## src/hdl/mba_pkg.sv

```systemverilog
package mba_pkg;

  // Store geometry
  localparam int MAX_WIDTH  = 256;
  localparam int MAX_HEIGHT = 256;
  localparam int XW         = $clog2(MAX_WIDTH);
  localparam int YW         = $clog2(MAX_HEIGHT);
  localparam int DEPTH      = MAX_WIDTH * MAX_HEIGHT;
  localparam int ADDR_W     = $clog2(DEPTH);

  // Field widths
  localparam int CMD_W    = 3;
  localparam int POS_W    = 16;
  localparam int OFS_W    = 15;
  localparam int VAL_W    = 8;
  localparam int PIX_W    = 32;
  localparam int ALPHA_SHIFT = 24;

  // Signed width for coordinate arithmetic: base plus offset and clipping
  localparam int CW = POS_W + 2;

  // Configuration port
  localparam int CFG_W     = 9;
  localparam int CFG_IDX_W = 1;
  localparam logic [CFG_IDX_W-1:0] CFG_MASK_WIDTH  = 1'b0;
  localparam logic [CFG_IDX_W-1:0] CFG_MASK_HEIGHT = 1'b1;
  localparam logic [CFG_W-1:0]     CFG_DIM_RESET   = 9'd256;

  typedef enum logic [CMD_W-1:0] {
    CMD_PLOT  = 3'd0,
    CMD_FILL  = 3'd1,
    CMD_STAMP = 3'd2,
    CMD_CLEAR = 3'd3,
    CMD_READ  = 3'd4
  } cmd_e;

  // Memory access from the sequencer to the store
  typedef struct packed {
    logic              re;
    logic [ADDR_W-1:0] raddr;
    logic              we;
    logic [ADDR_W-1:0] waddr;
    logic [VAL_W-1:0]  wdata;
  } mem_req_t;

endpackage

```

## src/hdl/mba_if.sv

```systemverilog
// Request channel
interface mba_req_if;
  logic                               valid;
  logic                               ready;
  logic        [mba_pkg::CMD_W-1:0]   cmd;
  logic signed [mba_pkg::POS_W-1:0]   pos_x;
  logic signed [mba_pkg::POS_W-1:0]   pos_y;
  logic signed [mba_pkg::POS_W-1:0]   end_x;
  logic signed [mba_pkg::POS_W-1:0]   end_y;
  logic        [mba_pkg::OFS_W-1:0]   offset_x;
  logic        [mba_pkg::OFS_W-1:0]   offset_y;
  logic        [mba_pkg::VAL_W-1:0]   opacity;
  logic        [mba_pkg::PIX_W-1:0]   pixel_word;

  modport source (
    output valid, cmd, pos_x, pos_y, end_x, end_y, offset_x, offset_y, opacity, pixel_word,
    input  ready
  );
  modport sink (
    input  valid, cmd, pos_x, pos_y, end_x, end_y, offset_x, offset_y, opacity, pixel_word,
    output ready
  );
endinterface

// Response channel
interface mba_rsp_if;
  logic                         valid;
  logic                         ready;
  logic [mba_pkg::VAL_W-1:0]    read_value;
  logic                         in_bounds;

  modport source (output valid, read_value, in_bounds, input ready);
  modport sink   (input  valid, read_value, in_bounds, output ready);
endinterface

```

## src/hdl/mba_ctrl.sv

```systemverilog
module mba_ctrl (
  input  logic                          clk_i,
  input  logic                          rst_ni,
  input  logic [mba_pkg::CFG_W-1:0]     width_i,
  input  logic [mba_pkg::CFG_W-1:0]     height_i,
  mba_req_if.sink                       req,
  mba_rsp_if.source                     rsp,
  output mba_pkg::mem_req_t             mem_req_o,
  input  logic [mba_pkg::VAL_W-1:0]     rdata_i
);

  localparam int CW = mba_pkg::CW;
  localparam int XW = mba_pkg::XW;
  localparam int YW = mba_pkg::YW;
  localparam int AW = mba_pkg::ADDR_W;
  localparam int VW = mba_pkg::VAL_W;

  typedef enum logic [3:0] {
    ST_CLEAR  = 4'b0001,
    ST_IDLE   = 4'b0010,
    ST_RUN    = 4'b0100,
    ST_RESULT = 4'b1000
  } state_e;

  function automatic logic in_mask(input logic signed [CW-1:0] x,
                                   input logic signed [CW-1:0] y,
                                   input logic signed [CW-1:0] w,
                                   input logic signed [CW-1:0] h);
    in_mask = (x >= 0) && (y >= 0) && (x < w) && (y < h);
  endfunction

  state_e          state_q, state_d;
  logic [AW-1:0]   clr_cnt_q, clr_cnt_d;
  logic            clr_reply_q, clr_reply_d;
  logic            p_valid_q, p_valid_d;
  logic            out_valid_q, out_valid_d;

  logic [AW-1:0]   p_addr_q, p_addr_d;
  logic [VW-1:0]   val_q, val_d;
  logic            wr_q, wr_d;
  logic            rd_q, rd_d;
  logic            ib_q, ib_d;
  logic [XW-1:0]   x0_q, x0_d, x1_q, x1_d, cx_q, cx_d;
  logic [YW-1:0]   y1_q, y1_d, cy_q, cy_d;
  logic [VW-1:0]   out_rv_q, out_rv_d;
  logic            out_ib_q, out_ib_d;

  // Decode of the incoming request
  logic signed [CW-1:0] px, py, ex, ey, ox, oy, tx, ty;
  logic signed [CW-1:0] w_ext, h_ext, aw, ah;
  logic signed [CW-1:0] lx, rx, ty0, by;
  logic [VW-1:0]        alpha;
  logic                 hit, dec_ne, dec_wr, dec_rd, dec_ib;
  logic [VW-1:0]        dec_val;

  logic                 acc;
  logic                 last_cell;
  logic                 last_clr;
  logic                 rsp_free;
  logic [AW-1:0]        cur_addr;
  logic                 do_write;

  assign req.ready = (state_q == ST_IDLE);
  assign acc       = req.valid && req.ready;
  assign rsp_free  = !out_valid_q || rsp.ready;
  assign last_cell = (cx_q == x1_q) && (cy_q == y1_q);
  assign last_clr  = (clr_cnt_q == AW'(mba_pkg::DEPTH - 1));
  assign cur_addr  = AW'(cy_q) * AW'(mba_pkg::MAX_WIDTH) + AW'(cx_q);
  assign do_write  = p_valid_q && wr_q && (val_q > rdata_i);

  // Clip the request against the active mask
  always_comb begin
    px    = CW'(req.pos_x);
    py    = CW'(req.pos_y);
    ex    = CW'(req.end_x);
    ey    = CW'(req.end_y);
    ox    = CW'(req.offset_x);
    oy    = CW'(req.offset_y);
    tx    = px + ox;
    ty    = py + oy;
    w_ext = CW'(width_i);
    h_ext = CW'(height_i);
    aw    = (w_ext > CW'(mba_pkg::MAX_WIDTH))  ? CW'(mba_pkg::MAX_WIDTH)  : w_ext;
    ah    = (h_ext > CW'(mba_pkg::MAX_HEIGHT)) ? CW'(mba_pkg::MAX_HEIGHT) : h_ext;
    alpha = req.pixel_word[mba_pkg::ALPHA_SHIFT +: VW];
    lx      = px;
    rx      = px;
    ty0     = py;
    by      = py;
    hit     = in_mask(px, py, aw, ah);
    dec_ne  = 1'b0;
    dec_wr  = 1'b0;
    dec_rd  = 1'b0;
    dec_ib  = 1'b0;
    dec_val = req.opacity;
    unique case (req.cmd)
      mba_pkg::CMD_PLOT: begin
        dec_ib = hit;
        dec_ne = hit;
        dec_wr = 1'b1;
      end
      mba_pkg::CMD_STAMP: begin
        lx      = tx;
        rx      = tx;
        ty0     = ty;
        by      = ty;
        hit     = in_mask(tx, ty, aw, ah);
        dec_ib  = hit;
        dec_ne  = hit && (alpha != '0);
        dec_wr  = 1'b1;
        dec_val = alpha;
      end
      mba_pkg::CMD_READ: begin
        dec_ib = hit;
        dec_ne = hit;
        dec_rd = hit;
      end
      mba_pkg::CMD_FILL: begin
        lx     = (px < 0) ? '0 : px;
        ty0    = (py < 0) ? '0 : py;
        rx     = (ex > aw - CW'(1)) ? aw - CW'(1) : ex;
        by     = (ey > ah - CW'(1)) ? ah - CW'(1) : ey;
        dec_ne = (lx <= rx) && (ty0 <= by);
        dec_wr = 1'b1;
      end
      default: begin
        dec_ne = 1'b0;
      end
    endcase
  end

  // Sequencer: clearing sweep, cell walk with read-modify-write, response
  always_comb begin
    state_d     = state_q;
    clr_cnt_d   = clr_cnt_q;
    clr_reply_d = clr_reply_q;
    p_valid_d   = 1'b0;
    p_addr_d    = cur_addr;
    out_valid_d = out_valid_q && !rsp.ready;
    val_d       = val_q;
    wr_d        = wr_q;
    rd_d        = rd_q;
    ib_d        = ib_q;
    x0_d        = x0_q;
    x1_d        = x1_q;
    y1_d        = y1_q;
    cx_d        = cx_q;
    cy_d        = cy_q;
    out_rv_d    = out_rv_q;
    out_ib_d    = out_ib_q;

    mem_req_o       = '0;
    mem_req_o.raddr = cur_addr;
    mem_req_o.waddr = p_addr_q;
    mem_req_o.wdata = val_q;
    mem_req_o.we    = do_write;

    unique case (state_q)
      ST_CLEAR: begin
        mem_req_o.we    = 1'b1;
        mem_req_o.waddr = clr_cnt_q;
        mem_req_o.wdata = '0;
        clr_cnt_d       = last_clr ? '0 : clr_cnt_q + AW'(1);
        if (last_clr) begin
          state_d     = clr_reply_q ? ST_RESULT : ST_IDLE;
          clr_reply_d = 1'b0;
        end
      end
      ST_IDLE: begin
        if (acc) begin
          val_d = dec_val;
          wr_d  = dec_wr;
          rd_d  = dec_rd;
          ib_d  = dec_ib;
          x0_d  = lx[XW-1:0];
          x1_d  = rx[XW-1:0];
          y1_d  = by[YW-1:0];
          cx_d  = lx[XW-1:0];
          cy_d  = ty0[YW-1:0];
          if (req.cmd == mba_pkg::CMD_CLEAR) begin
            state_d     = ST_CLEAR;
            clr_reply_d = 1'b1;
          end else if (dec_ne) begin
            state_d = ST_RUN;
          end else begin
            state_d = ST_RESULT;
          end
        end
      end
      ST_RUN: begin
        mem_req_o.re = 1'b1;
        p_valid_d    = 1'b1;
        if (cx_q == x1_q) begin
          cx_d = x0_q;
          cy_d = cy_q + YW'(1);
        end else begin
          cx_d = cx_q + XW'(1);
        end
        if (last_cell) begin
          state_d = ST_RESULT;
        end
      end
      ST_RESULT: begin
        if (rsp_free) begin
          out_valid_d = 1'b1;
          out_rv_d    = rd_q ? rdata_i : '0;
          out_ib_d    = ib_q;
          state_d     = ST_IDLE;
        end
      end
      default: begin
        state_d = ST_IDLE;
      end
    endcase
  end

  // Control state
  always_ff @(posedge clk_i or negedge rst_ni) begin
    if (!rst_ni) begin
      state_q     <= ST_CLEAR;
      clr_cnt_q   <= '0;
      clr_reply_q <= 1'b0;
      p_valid_q   <= 1'b0;
      out_valid_q <= 1'b0;
    end else begin
      state_q     <= state_d;
      clr_cnt_q   <= clr_cnt_d;
      clr_reply_q <= clr_reply_d;
      p_valid_q   <= p_valid_d;
      out_valid_q <= out_valid_d;
    end
  end

  // Payload
  always_ff @(posedge clk_i) begin
    p_addr_q <= p_addr_d;
    val_q    <= val_d;
    wr_q     <= wr_d;
    rd_q     <= rd_d;
    ib_q     <= ib_d;
    x0_q     <= x0_d;
    x1_q     <= x1_d;
    y1_q     <= y1_d;
    cx_q     <= cx_d;
    cy_q     <= cy_d;
    out_rv_q <= out_rv_d;
    out_ib_q <= out_ib_d;
  end

  assign rsp.valid      = out_valid_q;
  assign rsp.read_value = out_rv_q;
  assign rsp.in_bounds  = out_ib_q;

endmodule

```

## src/flat_wrapper.sv

```systemverilog
// flat-port wrapper written by rule: the top's interface ports become plain ports
module mba_ctrl_flat 
  (clk_i, rst_ni, width_i, height_i, mem_req_o, rdata_i, req_valid, req_cmd, req_pos_x, req_pos_y, req_end_x, req_end_y, req_offset_x, req_offset_y, req_opacity, req_pixel_word, req_ready, rsp_valid, rsp_read_value, rsp_in_bounds, rsp_ready);
  mba_req_if req_i ();
  mba_rsp_if rsp_i ();
  input  logic clk_i;
  input  logic rst_ni;
  input  logic [mba_pkg::CFG_W-1:0] width_i;
  input  logic [mba_pkg::CFG_W-1:0] height_i;
  output mba_pkg::mem_req_t mem_req_o;
  input  logic [mba_pkg::VAL_W-1:0] rdata_i;
  input wire logic [$bits(req_i.valid)-1:0] req_valid;
  input wire logic [$bits(req_i.cmd)-1:0] req_cmd;
  input wire logic [$bits(req_i.pos_x)-1:0] req_pos_x;
  input wire logic [$bits(req_i.pos_y)-1:0] req_pos_y;
  input wire logic [$bits(req_i.end_x)-1:0] req_end_x;
  input wire logic [$bits(req_i.end_y)-1:0] req_end_y;
  input wire logic [$bits(req_i.offset_x)-1:0] req_offset_x;
  input wire logic [$bits(req_i.offset_y)-1:0] req_offset_y;
  input wire logic [$bits(req_i.opacity)-1:0] req_opacity;
  input wire logic [$bits(req_i.pixel_word)-1:0] req_pixel_word;
  output wire logic [$bits(req_i.ready)-1:0] req_ready;
  output wire logic [$bits(rsp_i.valid)-1:0] rsp_valid;
  output wire logic [$bits(rsp_i.read_value)-1:0] rsp_read_value;
  output wire logic [$bits(rsp_i.in_bounds)-1:0] rsp_in_bounds;
  input wire logic [$bits(rsp_i.ready)-1:0] rsp_ready;
  assign req_i.valid = req_valid;
  assign req_i.cmd = req_cmd;
  assign req_i.pos_x = req_pos_x;
  assign req_i.pos_y = req_pos_y;
  assign req_i.end_x = req_end_x;
  assign req_i.end_y = req_end_y;
  assign req_i.offset_x = req_offset_x;
  assign req_i.offset_y = req_offset_y;
  assign req_i.opacity = req_opacity;
  assign req_i.pixel_word = req_pixel_word;
  assign req_ready = req_i.ready;
  assign rsp_valid = rsp_i.valid;
  assign rsp_read_value = rsp_i.read_value;
  assign rsp_in_bounds = rsp_i.in_bounds;
  assign rsp_i.ready = rsp_ready;
  mba_ctrl u_core (.clk_i(clk_i), .rst_ni(rst_ni), .width_i(width_i), .height_i(height_i), .req(req_i), .rsp(rsp_i), .mem_req_o(mem_req_o), .rdata_i(rdata_i));
endmodule
```

## config.mk

```make
export PLATFORM = sky130hd
export DESIGN_NAME = mba_ctrl_flat
export DESIGN_NICKNAME = d
export VERILOG_FILES = /design/src/hdl/mba_pkg.sv /design/src/hdl/mba_if.sv /design/src/hdl/mba_ctrl.sv /design/src/flat_wrapper.sv
export SDC_FILE = /design/constraint.sdc
export NUM_CORES = 1
export LEC_CHECK = 0
export BUFFER_PORTS_ARGS = -buffer_cell sky130_fd_sc_hd__buf_2
export CAP_MARGIN = 20
export CORE_MARGIN = 8
export CORE_UTILIZATION = 38
export DETAILED_ROUTE_END_ITERATION = 7
export PLACE_DENSITY = 0.64
export SYNTH_ARGS = -nofsm -noshare
export SYNTH_HDL_FRONTEND = slang
export SYNTH_SLANG_ARGS = --single-unit
export TNS_END_PERCENT = 100
```

## constraint.sdc

```tcl
create_clock -name clk_i -period 2.8 [get_ports clk_i]
set_input_delay 0.14 -clock clk_i [delete_from_list [all_inputs] [get_ports clk_i]]
set_output_delay 0.14 -clock clk_i [all_outputs]
set_load 0.005 [all_outputs]
```

### Word level (Yosys, flattened, before mapping)

Index checks and enable logic that the tools add are counted.
W data, S select, Z words.

| word-level totals | value |
|---|---|
| bits in registers | 99 |
| output and inout port bits | 53 |
| logic and storage cells | 124 |

| operators by class | value |
|---|---|
| $add $sub $neg | 8 |
| order comparisons | 17 |
| equality and inequality tests | 17 |
| multiplexer cells | 37 |
| reductions and logical operators | 28 |

Operators by type and width:

| operator | count |
|---|---|
| $pmux W8 S2 | 6 |
| $mux W18 | 4 |
| $mux W8 | 5 |
| $gt A16 B18 Y1 | 2 |
| $le A18 B18 Y1 | 2 |
| $sub A18 B2 Y18 const B | 2 |
| $add A16 B16 Y17 | 2 |
| $ge A17 B1 Y1 const B | 2 |
| $lt A17 B10 Y1 | 2 |
| $ge A16 B1 Y1 const B | 2 |
| $lt A16 B1 Y1 const B | 2 |
| $lt A16 B10 Y1 | 2 |
| $mux W4 | 7 |
| $mux W25 | 1 |
| $gt A9 B9 Y1 const B | 2 |
| $mux W9 | 2 |
| $add A16 B1 Y16 const B | 1 |
| $add A16 B8 Y16 | 1 |
| $add A8 B1 Y8 const B | 2 |
| $eq A16 B16 Y1 const B | 1 |
| $eq A8 B8 Y1 | 2 |
| $mux W16 | 1 |
| $pmux W4 S4 | 1 |
| $logic_and A1 B1 Y1 | 13 |
| 23 further kinds | 40 |

### Longest topological paths before layout

Gate-level depths: netlist (run 1).

| depth | value |
|---|---|
| depth in word-level cells | 12 |
| gate-level depth with buffers | 27 |
| gate-level depth less buffers | 25 |

### Worst setup path after synthesis (run 1)

No wires, ideal clock.

| timing | value |
|---|---|
| path kind | input port to flip-flop |
| start point | in height_i[8] (netlist bit) |
| end point | reg u_core.state_q[3] |
| arrival time | 4.724 ns |
| path slack | -2.002 ns |
| stages | 26 |
| buffers on the path | 2 |
| path through | clkbuf_1 -> inv_1 -> nand2_1 -> ha_1 -> nand2_1 -> nor2_1 -> ha_1 -> inv_1 -> ha_1 -> nand4_1 -> nor2_1 -> o2bb2ai_1 -> a211oi_2 -> mux2i_1 -> buf_2 -> mux2i_1 -> ha_1 -> nand4_1 -> nor4_2 -> o21ai_0 -> a31oi_1 -> a21oi_1 -> mux2_2 -> a41o_1 -> o31ai_1 -> o2bb2ai_1 |

| on the way | value |
|---|---|
| word-level cells in the longest chain between the ends | 12 |
| elaborated cells on any way between the ends | 17 |

RTL lines:

| element | line | RTL |
|---|---|---|
| start: declaration | flat_wrapper.sv:9 | `input logic [mba_pkg::CFG_W-1:0] height_i;` |
| $gt A9 B9 Y1 | mba_ctrl.sv:84 | `ah = (h_ext > CW'(mba_pkg::MAX_HEIGHT)) ? CW'(mba_pkg::MAX_HEIGHT) : h_ext;` |
| $mux W9 (*) | mba_ctrl.sv:84 |  |
| $sub A18 B2 Y18 | mba_ctrl.sv:122 | `by = (ey > ah - CW'(1)) ? ah - CW'(1) : ey;` |
| $gt A16 B18 Y1 | mba_ctrl.sv:122 |  |
| $mux W18 | mba_ctrl.sv:122 |  |
| $le A18 B18 Y1 | mba_ctrl.sv:123 | `dec_ne = (lx <= rx) && (ty0 <= by);` |
| $logic_and A1 B1 Y1 | mba_ctrl.sv:123 |  |
| $pmux W1 S3 (*) | mba_ctrl.sv:96 | `unique case (req.cmd)` |
| $mux W4 (*) | mba_ctrl.sv:183 | `end else if (dec_ne) begin` |
| $mux W4 (*) | mba_ctrl.sv:180 | `if (req.cmd == mba_pkg::CMD_CLEAR) begin` |
| $mux W4 (*) | mba_ctrl.sv:170 | `if (acc) begin` |
| $pmux W4 S4 (*) | mba_ctrl.sv:158 | `unique case (state_q)` |
| end signal: assignment | mba_ctrl.sv:226 | `state_q <= state_d;` |
| end: declaration | mba_ctrl.sv:32 | `state_e state_q, state_d;` |

Mark *: on every way between the ends. The rest lies on a longest branch, timed or not. The select of a mux whose other input is x is not followed.
A chain may end at the register's enable or synchronous reset.

### Final worst setup path (run 1)

| timing | value |
|---|---|
| start point | in height_i[2] (netlist bit) |
| end point | reg u_core.state_q[3] |

The elaborated chain is that of the path after synthesis.

==> results of run 1 <==
-- per-stage QoR --
| stage | instance area (um2) | utilization [%] |
|---|---|---|
| 2_1_floorplan | 10000 | - |
| 3_3_place_gp | 13000 | 51.5 |
| 3_5_place_dp | 13000 | 51.5 |
| 4_1_cts | 13900 | 54.9 |
| 5_1_grt | 14400 | 57.2 |
| 6_report | 14400 | 57.2 |
-- placed cells by master (no fill, tap or decap), types with 17 or more instances in the layout --
master / count
nand4_1: 25
ha_1: 128
buf_2: 188
dfrtp_1: 22
edfxtp_1: 60
o21ai_0: 32
nor2_1: 75
nand2_1: 117
inv_1: 50
nor2b_1: 37
buf_6: 26
xnor2_1: 35
xor2_1: 24
and2_1: 17
a21oi_2: 17
nand3_1: 29
buf_4: 254
a21oi_1: 85
-- final cells by class --
type	instances	area (um2)	area share [%]
clock inverters	7	50.0	0.347
inverters	55	213	1.47
clock buffers	9	225	1.56
well taps	330	413	2.86
repair buffers	476	3300	22.8
flip-flops and latches	99	2700	18.7
multi-input cells	953	7540	52.2
-- registers in the layout, summed over array words and instances (netlist names) --
signal	flops
u_core.clr_cnt_q	16
u_core.y1_q	8
u_core.rsp.valid	1
u_core.ib_q	1
u_core.wr_q	1
u_core.p_valid_q	1
u_core.x0_q	8
u_core.rd_q	1
u_core.rsp.read_value	8
u_core.cy_q	8
u_core.state_q	4
u_core.rsp.in_bounds	1
u_core.clr_reply_q	1
u_core.x1_q	8
u_core.cx_q	8
u_core.val_q	8
u_core.p_addr_q	16
-- how the worst max path moves through the flow --
stage           startpoint           endpoint  slack [ns]  cells after the start
2_1_floorplan  height_i[8]  u_core.state_q[3]       -1.46                     23
3_3_place_gp   height_i[8]  u_core.state_q[3]       -1.92                     24
3_5_place_dp   height_i[8]  u_core.state_q[3]       -2.06                     23
4_1_cts        height_i[8]  u_core.state_q[3]       -1.66                     23
5_1_grt        height_i[2]  u_core.state_q[3]       -1.98                     25
6_report       height_i[2]  u_core.state_q[3]       -1.79                     25
-- logic make-up (layout without fill, tap and decap cells) --
| group | after synthesis | in the layout |
|---|---|---|
| flip-flops | 99 | 99 |
| multiplexers | 27 | 27 |
| AO/OA/AOI/OAI | 305 | 305 |
| adder cells (fa/ha/maj) | 145 | 145 |
| AND/OR/NAND/NOR | 415 | 415 |
| XOR/XNOR | 61 | 61 |
| buffers and inverters | 92 | 547 |
-- repair_timing --
action                                 in CTS  in global routing
hold buffers                                1                  0
gates cloned                                1                  2
endpoints found under the hold margin      22                  0
pin swaps                                  37                 71
gates resized for setup                   104                 78
setup endpoints to repair                  19                 19
setup buffers                              26                 23
-- power breakdown --
part           leakage [nW]  internal, mW  switching, mW
Clock                 0.124         0.604          0.536
Combinational          5.51          1.45           1.49
Sequential             1.01          1.90          0.204
-- routing by layer --
| layer | vias to the layer above | share of wire (%) |
|---|---|---|
| met5 | - | 0 |
| met4 | 0 | 1.8 |
| met3 | 41 | 6.4 |
| met2 | 323 | 47 |
| met1 | 4942 | 45 |
| li1 | 5142 | - |
-- critical path, stage by stage --
cell and delay [ns]:
buf_2 0.15, nand2b_4 0.08, nand4_1 0.11, inv_2 0.12
and3_4 0.20, xor2_2 0.17, ha_1 0.28, a21oi_2 0.15
o21ai_2 0.07, o2bb2ai_2 0.13, a211oi_2 0.27, mux2i_2 0.34
buf_4 0.18, clkbuf_16 0.14, mux2i_1 0.08, ha_1 0.30
nand4_1 0.24, nor4_4 0.33, o21ai_1 0.12, a31oi_1 0.21
a21oi_1 0.12, mux2_4 0.28, a41o_1 0.30, o31ai_2 0.20
o2bb2ai_1 0.14
==> flow_summary.toml, run 1 <==
[final_layout]
drive_gt1_share_pct = 40.8
nets = 1906
area_growth_pct = 47.6
num-fill-cells = 2243
n_antenna_cell = 0
layoutNonFillerInstCount = 1929

[synth]
synth_edf_count = 60
yosysTopAreaCell = "edfxtp_1"
synth-simple-area-share_pct = 21.0
synth_compound_area_share_pct = 20.8
syn_nets = 1456
yosys.area.top_type_share_pct = 18.4
synth_xor_area_share_pct = 5.46
yosysWarnings = 0
yosysMostFrequentCell = "ha_1"
async_flop_share_pct = 23.2
synth_area_leaders = "edfxtp_1, ha_1, dfrtp_1"
synthAdderAreaFrac_pct = 18.7
syn_area_um2 = 9780
syn_inst = 1144
synth_top_family_by_area = "simple AND/OR/NAND/NOR gates"
muxShareOfSynthArea_pct = 2.92
ys_seq_area_share_pct = 27.6
yosysUniqueCellTypes = 75
ys.flop_type = "edfxtp_1"
synth_common_cells = "ha_1, nand2_1, a21oi_1, nor2_1, edfxtp_1"
avgSynthCellArea_um2 = 8.55
synth_seq_cells = 99

[global_routing]
grt_pass1_wl_um = 52900
overflow = 0
grt_util_met2_pct = 35.0
antenna_found_initial = 0
first_global_vias = 10500
track_usage_pct = 20.6
grt_max_degree = 30
busiest_layer = "met2"
met1_usage_pct = 26.9
grt_util_met3_pct = 3.29

[sta]
fmax_mhz = 218
slew_headroom_pct = 46.5
layout_setup_ws_ns = -1.79
fin_crit_ns = 4.59
tns_ns = -7.61
final-max-slew-violation-count = 0
worst_pin_slew_ns = 0.782
finClkSkew_ns = 0.0103
fin_hold_ws_ns = 0.0992
min_period_over_period_pct = 164
rsz0062_at_grt = "true"
setup-violations-final = 19
hold_viol_final = 0

[placement]
portBuffers = 195
pre_cts_slack_ns = -2.06
dp_cells = 1871
place_congestion = 0.943
dpl.hpwl_um = 27400

[clocking]
cts_tree = "done"
path_clk_slew_ns = 0.07
clock_path_buffers = 2
cts-root-buf = "clkbuf_16"
clock_tree.htree_level_count = 3
numCtsBuffers = 9
cts_sinks = 99
clk_latency_ns = 0.34

[detailed_routing]
num_vias = 10400
avgRoutedWirePerCell_um = 17.6
drt_first_pass_iters = 5
vias_per_cell = 5.42
antenna_left = 0
wl_um = 33900
drtIter0Drc = 675
drc_errors = 0

[floorplan]
dieArea_um2 = 31100
core.rowCount = 58
initial_utilization_pct = 38.7
pin_count = 220
die_width_um = 176
core_um2 = 25300
die_y_um = 176

[critical_path]
crit_path_end_kind = "register"
regToRegSetupSlack_ns = 0.52
worstSetupPathType = "in -> reg"
cp_data_arrival_time_ns = 4.86
startpoint_type = "primary input"
crit_path_max_fanout = 6
crit-reg2reg-launch = "u_core.cx_q[0]"
worstPathRequired_ns = 3.07
r2r_cells = 7
r2r_end = "u_core.state_q[1]"

[worst_hold_path]
worstHoldStart = "rdata_i[5]"
holdPathEnd = "u_core.rsp.read_value[5]"
worstHoldPathType = "in -> reg"
min_path_cells = 2

[run]
drv_cap = 0

[pwr]
power_density_nw_per_um2 = 428
total_power_mw = 6.18
p_leak_nw = 6.64
peakVddDrop_v = 0.000353

[status]
outcome = "complete, but fails checks"
violations = "negative setup slack"
Note: power is estimated with default switching activity, not from simulation.
==> run 2, diff against run 1 <==
Settings changed: MAX_ROUTING_LAYER from default to met4, REMOVE_ABC_BUFFERS from default to 1.
Clock period 2.8 ns to 4.4 ns, I/O delays scaled along.
==> flow_summary.toml, run 2 (same netlist as run 1, synthesis figures left out) <==
[status]
outcome = "complete, but fails checks"
violations = "negative setup slack"

[clocking]
clock_tree.htree_level_count = 3
clock_path_buffers = 2
cts_tree = "done"
path_clk_slew_ns = 0.06
cts_sinks = 99
numCtsBuffers = 9
clk_latency_ns = 0.34
cts-root-buf = "clkbuf_16"

[floorplan]
initial_utilization_pct = 38.7
die_y_um = 176
die_width_um = 176
core_um2 = 25300
core.rowCount = 58
dieArea_um2 = 31100
pin_count = 220

[global_routing]
first_global_vias = 9628
grt_pass1_wl_um = 48300
grt_max_degree = 30
track_usage_pct = 19.5
overflow = 0
antenna_found_initial = 0

[sta]
min_period_over_period_pct = 102
fin_crit_ns = 4.50
slew_headroom_pct = 35.5
tns_ns = -0.101
layout_setup_ws_ns = -0.101
fmax_mhz = 222
hold_viol_final = 0
finClkSkew_ns = 0.00712
rsz0062_at_grt = "true"
final-max-slew-violation-count = 0
setup-violations-final = 1
worst_pin_slew_ns = 0.965

[worst_hold_path]
min_path_cells = 3
holdPathEnd = "u_core.clr_reply_q"
worstHoldStart = "req_valid"
worstHoldPathType = "in -> reg"

[critical_path]
crit_path_max_fanout = 9
regToRegSetupSlack_ns = 1.68
worstPathRequired_ns = 4.66
crit_cells = 22
crit_path_end_kind = "register"
r2r_end = "u_core.clr_cnt_q[11]"
crit-reg2reg-launch = "u_core.state_q[0]"
crit_buf_inv = 3
crit_chain = "buf_2 > nor4_4 > o21ai_1 > buf_4 > and3b_1 > ha_4 > ha_1 > nand4_1 > o311ai_4 > buf_6 > a21oi_1 > a31o_2 > ha_1 > nand4_1 > a211oi_2 > a2111oi_2 > o21ai_1 > and3_1 > o2bb2ai_4 > a41o_1 > o31ai_2 > o2bb2ai_1"
r2r_cells = 10
slowest_stage = "o311ai_4"
cp_data_arrival_time_ns = 4.76
critPathTopFamily = "compound AO/OA/AOI/OAI gates"
max_stage_delay_ns = 0.37
worstSetupPathType = "in -> reg"
startpoint_type = "primary input"

[final_layout]
mostFrequentLayoutCell = "buf_2"
num-fill-cells = 2417
utilization_pct = 50.1
drive_gt1_share_pct = 29.0
final_area_um2 = 12600
largest_registers = "u_core.clr_cnt_q: 16 flops, u_core.p_addr_q: 16 flops"
layoutNonFillerInstCount = 1770
final_cell_mix = "buf_2, ha_1, nand2_1, buf_4, a21oi_1"
n_antenna_cell = 0
nets = 1747
area_growth_pct = 29.3
multi_input_area_um2 = 7060
regArea_um2 = 2700

[run]
drv_cap = 0

[pwr]
power_density_nw_per_um2 = 291
peakVddDrop_v = 0.000225
p_leak_nw = 5.74

[detailed_routing]
wl_um = 30400
drc_errors = 0
avgRoutedWirePerCell_um = 17.2
vias_per_cell = 5.39
drtIter0Drc = 454
antenna_left = 0
num_vias = 9543
drt_first_pass_iters = 5

[placement]
portBuffers = 195
pre_cts_slack_ns = -0.743
dp_cells = 1738
place_congestion = 0.913
place_area_um2 = 11800
dpl.hpwl_um = 25200
run 2: metrics by stage:
step | power [mW] | hold WS (ns)
after floorplan | 2.18 | -0.0756
after global placement | 2.79 | 0.233
after global routing | 3.95 | 0.176
after CTS | 3.67 | 0.170
after detailed placement | 2.81 | 0.233
final | 3.69 | 0.182
run 2: routing by layer:
metal / vias to the layer above / share of wire, % / track usage [%]
met3: 37 / 5.3 / 2.76
met2: 268 / 47 / 31.7
met1: 4408 / 46 / 25.0
met4: 0 / 1.6 / 5.32
li1: 4830 / - / -
met5: - / 0 / -
run 2: area by class of cell:
cell class / instances / share of cell area [%]
inverters: 55 / 1.63
clock inverters: 5 / 0.623
flip-flops and latches: 99 / 21.3
well taps: 330 / 3.27
repair buffers: 317 / 15.4
clock buffers: 11 / 1.84
multi-input cells: 953 / 55.9
run 2: worst max-delay path by stage:
stage,slack [ns],from,to
2_1_floorplan,-0.97,height_i[8],u_core.state_q[3]
3_3_place_gp,-0.64,width_i[3],u_core.state_q[3]
3_5_place_dp,-0.74,height_i[8],u_core.state_q[3]
4_1_cts,0.005,width_i[3],u_core.state_q[3]
5_1_grt,-0.29,height_i[6],u_core.state_q[3]
6_report,-0.10,width_i[4],u_core.state_q[3]
run 2: worst min-delay path, stage by stage:
cell and delay (ns):
buf_2 0.09, a31oi_1 0.07, nor2_1 0.09
run 2: report_power, final:
part / leakage [nW] / switching, mW / total (mW) / internal, mW
sequential: 1.01 / 0.129 / 1.34 / 1.21
clock: 0.143 / 0.314 / 0.810 / 0.496
combinational: 4.58 / 0.827 / 1.54 / 0.710
run 2: timing repair:
item	CTS	global route
endpoints found under the hold margin	22	0
setup buffers	4	10
cloned	0	2
hold buffers	1	0
endpoints found under the setup margin	2	3
resized for setup	48	37
pin swaps	20	43
